<file path="src/rtl/core/x2d_pkg.sv">
`timescale 1ns / 1ps

package x2d_pkg;

    localparam int unsigned ExtBias   = 16383;
    localparam int unsigned ExtExpMax = 32767;
    localparam int unsigned DblBias   = 1023;
    localparam int unsigned DblExpMax = 2047;
    localparam int unsigned SigWidth  = 64;
    localparam int unsigned ExpWidth  = 18;
    localparam int unsigned ShWidth   = 7;

    localparam logic [63:0] DblInfBits  = 64'h7FF0_0000_0000_0000;
    localparam logic [63:0] DblQnanBits = 64'h7FF8_0000_0000_0000;

    typedef enum logic [1:0] {
        CLASS_ZERO   = 2'd0,
        CLASS_FINITE = 2'd1,
        CLASS_INF    = 2'd2,
        CLASS_NAN    = 2'd3
    } value_class_t;

    // Leading zero count of a 64-bit word; zero input gives 63, guarded by the caller
    function automatic logic [5:0] lzc64(input logic [63:0] v);
        logic [5:0] cnt;
        cnt = 6'd63;
        for (int i = 0; i < 64; i++)
        begin
            if (v[i])
            begin
                cnt = 6'(63 - i);
            end
        end
        return cnt;
    endfunction

endpackage

</file>
<file path="src/rtl/core/extended_to_double_converter_unit.sv">
`timescale 1ns / 1ps

// Converts an 80-bit extended-precision value (sign/exponent word plus a 64-bit
// significand with explicit integer bit) into an IEEE double bit pattern and a
// class code, rounding once to nearest-even, subnormal results included.
// Fully pipelined: one transaction is accepted every cycle while in_stall is
// low, and each result passes through the input register, leading zero count,
// normalize shift, subnormal alignment, and round and pack. The whole pipeline
// advances together; in_stall rises only when the output register holds a
// result that the receiver is stalling.
module extended_to_double_converter_unit
(
    input  logic                      clk,
    input  logic                      rst_n,
    input  logic                      in_valid,
    output logic                      in_stall,
    input  logic [15:0]               sign_exponent,
    input  logic [63:0]               mantissa,
    output logic                      out_valid,
    input  logic                      out_stall,
    output logic [63:0]               result_bits,
    output x2d_pkg::value_class_t     value_class
);
    import x2d_pkg::*;

    logic advance;

    // stage 1: input register
    logic        v1_reg;
    logic        sign1_reg;
    logic [14:0] exp1_reg;
    logic [63:0] man1_reg;

    // stage 2: leading zero count and special cases
    logic        v2_reg;
    logic        sign2_reg;
    logic        special2_reg;
    value_class_t spec_class2_reg;
    logic [63:0] spec_bits2_reg;
    logic [14:0] exp2_reg;
    logic [5:0]  lzc2_reg;
    logic [63:0] man2_reg;

    // stage 3: normalized significand and double exponent
    logic                        v3_reg;
    logic                        sign3_reg;
    logic                        special3_reg;
    value_class_t                spec_class3_reg;
    logic [63:0]                 spec_bits3_reg;
    logic signed [ExpWidth-1:0]  be3_reg;
    logic [63:0]                 norm3_reg;

    // stage 4: aligned significand with guard and sticky
    logic                        v4_reg;
    logic                        sign4_reg;
    logic                        special4_reg;
    value_class_t                spec_class4_reg;
    logic [63:0]                 spec_bits4_reg;
    logic                        is_norm4_reg;
    logic signed [ExpWidth-1:0]  be4_reg;
    logic [52:0]                 kept4_reg;
    logic                        guard4_reg;
    logic                        sticky4_reg;

    // stage 5: output register
    logic         v5_reg;
    logic [63:0]  bits5_reg;
    value_class_t class5_reg;

    logic                        special2_next;
    value_class_t                spec_class2_next;
    logic [63:0]                 spec_bits2_next;
    logic signed [ExpWidth-1:0]  be3_next;
    logic [63:0]                 norm3_next;
    logic [ShWidth-1:0]          sh4;
    logic [127:0]                wide4;
    logic                        is_norm4_next;
    logic [53:0]                 sig5;
    logic                        inc5;
    logic signed [ExpWidth-1:0]  exp5;
    logic [63:0]                 bits5_next;
    value_class_t                class5_next;

    assign advance  = !v5_reg || !out_stall;
    assign in_stall = !advance;

    always_comb
    begin
        special2_next    = 1'b0;
        spec_class2_next = CLASS_ZERO;
        spec_bits2_next  = 64'd0;
        if (exp1_reg == 15'(ExtExpMax))
        begin
            special2_next = 1'b1;
            if (man1_reg == 64'd0)
            begin
                spec_class2_next = CLASS_INF;
                spec_bits2_next  = DblInfBits;
            end
            else
            begin
                spec_class2_next = CLASS_NAN;
                spec_bits2_next  = DblQnanBits;
            end
        end
        else if (man1_reg == 64'd0)
        begin
            special2_next = 1'b1;
        end
    end

    always_comb
    begin
        norm3_next = man2_reg << lzc2_reg;
        be3_next   = $signed({3'b000, exp2_reg}) - $signed({12'd0, lzc2_reg})
                     - ExpWidth'(ExtBias - DblBias);
    end

    // Normal results keep 53 bits from the top; subnormals shift right by 1 - be, capped at 64
    always_comb
    begin
        is_norm4_next = be3_reg >= ExpWidth'(1);
        if (is_norm4_next)
        begin
            sh4 = '0;
        end
        else if (be3_reg < -ExpWidth'(63))
        begin
            sh4 = ShWidth'(SigWidth);
        end
        else
        begin
            sh4 = ShWidth'(ExpWidth'(1) - be3_reg);
        end
        wide4 = {norm3_reg, 64'd0} >> sh4;
    end

    always_comb
    begin
        inc5 = guard4_reg && (sticky4_reg || kept4_reg[0]);
        sig5 = {1'b0, kept4_reg} + {53'd0, inc5};
        exp5 = be4_reg + {{(ExpWidth-1){1'b0}}, sig5[53]};
        if (special4_reg)
        begin
            bits5_next  = spec_bits4_reg;
            class5_next = spec_class4_reg;
        end
        else if (is_norm4_reg)
        begin
            if (exp5 >= ExpWidth'(DblExpMax))
            begin
                bits5_next  = DblInfBits;
                class5_next = CLASS_INF;
            end
            else
            begin
                bits5_next  = {1'b0, exp5[10:0], sig5[51:0]};
                class5_next = CLASS_FINITE;
            end
        end
        else
        begin
            bits5_next  = {10'd0, sig5};
            class5_next = (sig5 == 54'd0) ? CLASS_ZERO : CLASS_FINITE;
        end
        bits5_next[63] = sign4_reg;
    end

    always_ff @(posedge clk or negedge rst_n)
    begin
        if (!rst_n)
        begin
            v1_reg <= 1'b0;
            v2_reg <= 1'b0;
            v3_reg <= 1'b0;
            v4_reg <= 1'b0;
            v5_reg <= 1'b0;
        end
        else if (advance)
        begin
            v1_reg <= in_valid;
            v2_reg <= v1_reg;
            v3_reg <= v2_reg;
            v4_reg <= v3_reg;
            v5_reg <= v4_reg;
        end
    end

    always_ff @(posedge clk)
    begin
        if (advance)
        begin
            sign1_reg       <= sign_exponent[15];
            exp1_reg        <= sign_exponent[14:0];
            man1_reg        <= mantissa;

            sign2_reg       <= sign1_reg;
            special2_reg    <= special2_next;
            spec_class2_reg <= spec_class2_next;
            spec_bits2_reg  <= spec_bits2_next;
            exp2_reg        <= exp1_reg;
            lzc2_reg        <= lzc64(man1_reg);
            man2_reg        <= man1_reg;

            sign3_reg       <= sign2_reg;
            special3_reg    <= special2_reg;
            spec_class3_reg <= spec_class2_reg;
            spec_bits3_reg  <= spec_bits2_reg;
            be3_reg         <= be3_next;
            norm3_reg       <= norm3_next;

            sign4_reg       <= sign3_reg;
            special4_reg    <= special3_reg;
            spec_class4_reg <= spec_class3_reg;
            spec_bits4_reg  <= spec_bits3_reg;
            is_norm4_reg    <= is_norm4_next;
            be4_reg         <= be3_reg;
            kept4_reg       <= wide4[127:75];
            guard4_reg      <= wide4[74];
            sticky4_reg     <= |wide4[73:0];

            bits5_reg       <= bits5_next;
            class5_reg      <= class5_next;
        end
    end

    assign out_valid   = v5_reg;
    assign result_bits = bits5_reg;
    assign value_class = class5_reg;

endmodule
</file>
<file path="config.mk">
export PLATFORM = sky130hd
export DESIGN_NAME = extended_to_double_converter_unit
export DESIGN_NICKNAME = d
export VERILOG_FILES = /design/src/rtl/core/x2d_pkg.sv /design/src/rtl/core/extended_to_double_converter_unit.sv
export SDC_FILE = /design/constraint.sdc
export NUM_CORES = 1
export LEC_CHECK = 0
export BUFFER_PORTS_ARGS = -buffer_cell sky130_fd_sc_hd__clkbuf_2
export CORE_MARGIN = 3
export CORE_UTILIZATION = 56
export DETAILED_ROUTE_END_ITERATION = 7
export GPL_TIMING_DRIVEN = 0
export PLACE_DENSITY = 0.78
export SETUP_SLACK_MARGIN = 0.05
export SYNTH_ARGS = -nofsm -noshare
export SYNTH_HDL_FRONTEND = slang
export SYNTH_SLANG_ARGS = --single-unit
</file>
<file path="constraint.sdc">
create_clock -name clk -period 13.35 [get_ports clk]
set_clock_uncertainty 0.2 [all_clocks]
set_input_delay 2.67 -clock clk [delete_from_list [all_inputs] [get_ports clk]]
set_output_delay 2.67 -clock clk [all_outputs]
set_load 0.005 [all_outputs]
</file>
==> summary.txt <==
status -> finished, violations left
failing checks -> DRC
final worst slack -> 5562 ps
fin. max-slew vios -> 0
final-report hold violation count -> 0
Filler Cells Inserted -> 3434
Via density -> 7.089
Seq/Total Area, Yosys -> 46.84%
min Tclk post-route -> 7788 ps
Net Sw Power -> 3.219 mW
number of setup violations in the final report -> 0
WL/cell -> 29.88 um
Post-DRT Antenna Nets -> 0
Hold Crit Depth -> 0
worst reg2reg startpoint -> be3_reg[1]$_DFFE_PN_
fraction of layout instances using a drive strength above 1 -> 14.16%
gr ovfl total -> 0
die width -> 220.3 um
Post-synth EDFFs -> 397
Area Growth Syn to Fin -> 11.63%
Critical Path Source -> be3_reg[1]$_DFFE_PN_
HP Class -> reg2reg
TritonRoute pass-1 iters -> 8
most common cell after layout, fill and taps aside -> nor2_1
VDD IR-drop max -> 0.1864 mV
post-synthesis mux area share -> 10.20%
first-pass GRT wire length -> 151100 um
top cell type's share of synthesized area -> 46.36%
sequential share of power -> 36.2%
H-tree levels -> 2
R2R cell count -> 18
Primary FF master, synth -> edfxtp_1
Final Util -> 64.08%
Design Power -> 7.059 mW
initial antenna violation count -> 0
Synth area leader -> edfxtp_1
commonest non-fill, non-tap cells in the layout -> 406 x nor2_1, 397 x edfxtp_1, 318 x nand2_1
vias in the first global route -> 24164
sequential cell area -> 0.01205 sq mm
largest net degree at the start of global routing -> 136
Worst-Skew Late Latency -> 590 ps
root buf cell -> clkbuf_16
Max-slew headroom -> 3.912%
Cell variety after synth -> 107
dpl hpwl -> 79490 um
Reg clk slew, reported paths -> 60 ps
Post-Syn Instances -> 2635
Post-Synth Adder-Cell Area -> 0.6617%
Syn Std Cell Area -> 0.02572 sq mm
final setup TNS -> 0 ps
drt drc -> 2
leakage -> 10.72 nW
clock buffer depth -> 3
xor and xnor fraction of the mapped netlist area -> 2.622%
Avg Cell Area, Syn -> 9.759 sq um
Startpoint Class -> register
Simple-Gate Fraction of Synth Area -> 19.73%
complex-gate fraction of the synthesized area -> 16.31%
die area -> 0.04853 sq mm
Die Y-Extent -> 220.3 um
CTS tree -> done
Max Clock Freq -> 128.4 MHz
clock sinks -> 402
worst reg2reg endpoint -> sticky4_reg$_DFFE_PN_
area of the multi-input gates -> 0.01276 sq mm
Initial Util -> 57.40%
CP Data Required Time -> 13440 ps
gr usage total -> 42.13%
final hold slack -> 221.2 ps
IO buf count -> 151
Ys Warns -> 0
Post-CTS Repair Setup Buffers -> 0
measured slew at the worst slew-check pin -> 1430 ps
routed via count -> 24522
Async S/R FF share, synth -> 1.244%
# resized after CTS -> 0
Num CTS Buffers -> 42
Switching Fraction -> 45.60%
antenna diode instance count -> 0
critical path arrival -> 7880 ps
Crit Path Max Fanout -> 10
RePlAce Congestion -> 1.123
final WL -> 103300 um
row count -> 77
Core ar. -> 0.04480 sq mm
hold buffers post-CTS -> 0
Synth area leaders -> edfxtp_1 46%, nor2_1 5.9%, mux2i_1 4.7%, nand2_1 4.7%, mux4_2 4.1%
nets -> 2931
Synth Register Bits -> 402
worst setup path category -> reg2reg
Gate power share -> 47.0%
R2R Setup Slk -> 5560 ps
hold path endpoint -> sign2_reg$_DFFE_PN_
Clk network pwr share -> 16.8%
IO Pins -> 152
unrepaired setup endpoints after global routing -> false
P_int -> 3.840 mW
dpl ws -> 5970 ps
crit end category -> register
Synth Net Count -> 2732
main combinational cell family by area after synthesis -> simple AND/OR/NAND/NOR gates
P per Cell Area -> 245.9 mW/mm^2
Final period util -> 58.33%
DR iter-0 viols -> 3595
maxcap violations -> 0
hold_sp -> sign1_reg$_DFFE_PN_
==> cells in the mapped netlist (34+ instances only) <==
library cell and instances:
a211oi_1 35, a21oi_1 147, a31oi_1 42, buf_2 37, clkbuf_1 104, edfxtp_1 397
inv_1 42, mux2i_1 121, mux4_2 47, nand2_1 319, nand3_1 75, nand4_1 36
nor2_1 406, nor3_1 70, o21ai_0 119, o22ai_1 34, xnor2_1 46
==> through the flow <==
step,area [sq um],std cells
floorplan,25720,2635
global route,28710,3459
detailed placement,27330,3382
CTS,28710,3459
finish,28710,3459
global placement,27210,3378
==> routing by layer <==
metal / wire length, um / part of all wire, % / vias to the layer above / global-route usage, %
met5: 0 / 0 / - / 0
met4: 9917 / 9.6 / 0 / 32.26
met3: 10030 / 9.7 / 590 / 8.912
met2: 48220 / 47 / 2002 / 70.17
met1: 35170 / 34 / 11594 / 47.55
li1: - / - / 10336 / -
==> area by class of cell <==
type / count / share of cell area (%)
buffer: 173 / 2.663
tap: 592 / 2.580
clock inverter: 27 / 1.050
multi-input combinational: 2015 / 44.44
timing repair buffer: 155 / 2.946
inverter: 45 / 0.5884
clock buffer: 50 / 3.766
sequential: 402 / 41.96
==> cells by family (layout without fill, tap and decap cells) <==
group | count (synthesis) | after routing
adder cells (fa/ha/maj) | 13 | 13
AND/OR/NAND/NOR | 1108 | 1108
XOR/XNOR | 77 | 77
flip-flops | 402 | 402
AO/OA/AOI/OAI | 618 | 618
buffers and inverters | 218 | 450
multiplexers | 199 | 199
==> worst max-delay path: stages, from the launching register on <==
cell and delay, ps:
edfxtp_1 520, inv_1 180, buf_2 330, clkbuf_1 670, ha_1 370, nor3b_2 340, nand2_1 170, a32oi_1 1000
buf_2 520, buf_2 400, clkbuf_1 620, nor3_1 140, a21oi_1 480, o21a_1 420, nand4_1 190, nor3_1 200
a31oi_1 180, nor4_2 350, o221ai_1 160
==> how the worst max path moves through the flow <==
| stage | to | slack [ps] |
|---|---|---|
| after floorplan | in_stall | 2810 |
| after global placement | in_stall | 1510 |
| after detailed placement | sticky4_reg$_DFFE_PN_ | 5970 |
| after CTS | sticky4_reg$_DFFE_PN_ | 5930 |
| after global routing | sticky4_reg$_DFFE_PN_ | 5610 |
| final | sticky4_reg$_DFFE_PN_ | 5560 |
==> power groups by stage <==
stage	clock network [mW]	registers, mW	logic [mW]
2_1_floorplan	0	2.42	2.06
3_3_place_gp	0	2.58	3.09
3_5_place_dp	0	2.54	3.14
4_1_cts	1.18	2.52	3.17
5_1_grt	1.23	2.59	3.49
6_report	1.18	2.56	3.32
(Power assumes the default switching activity.)
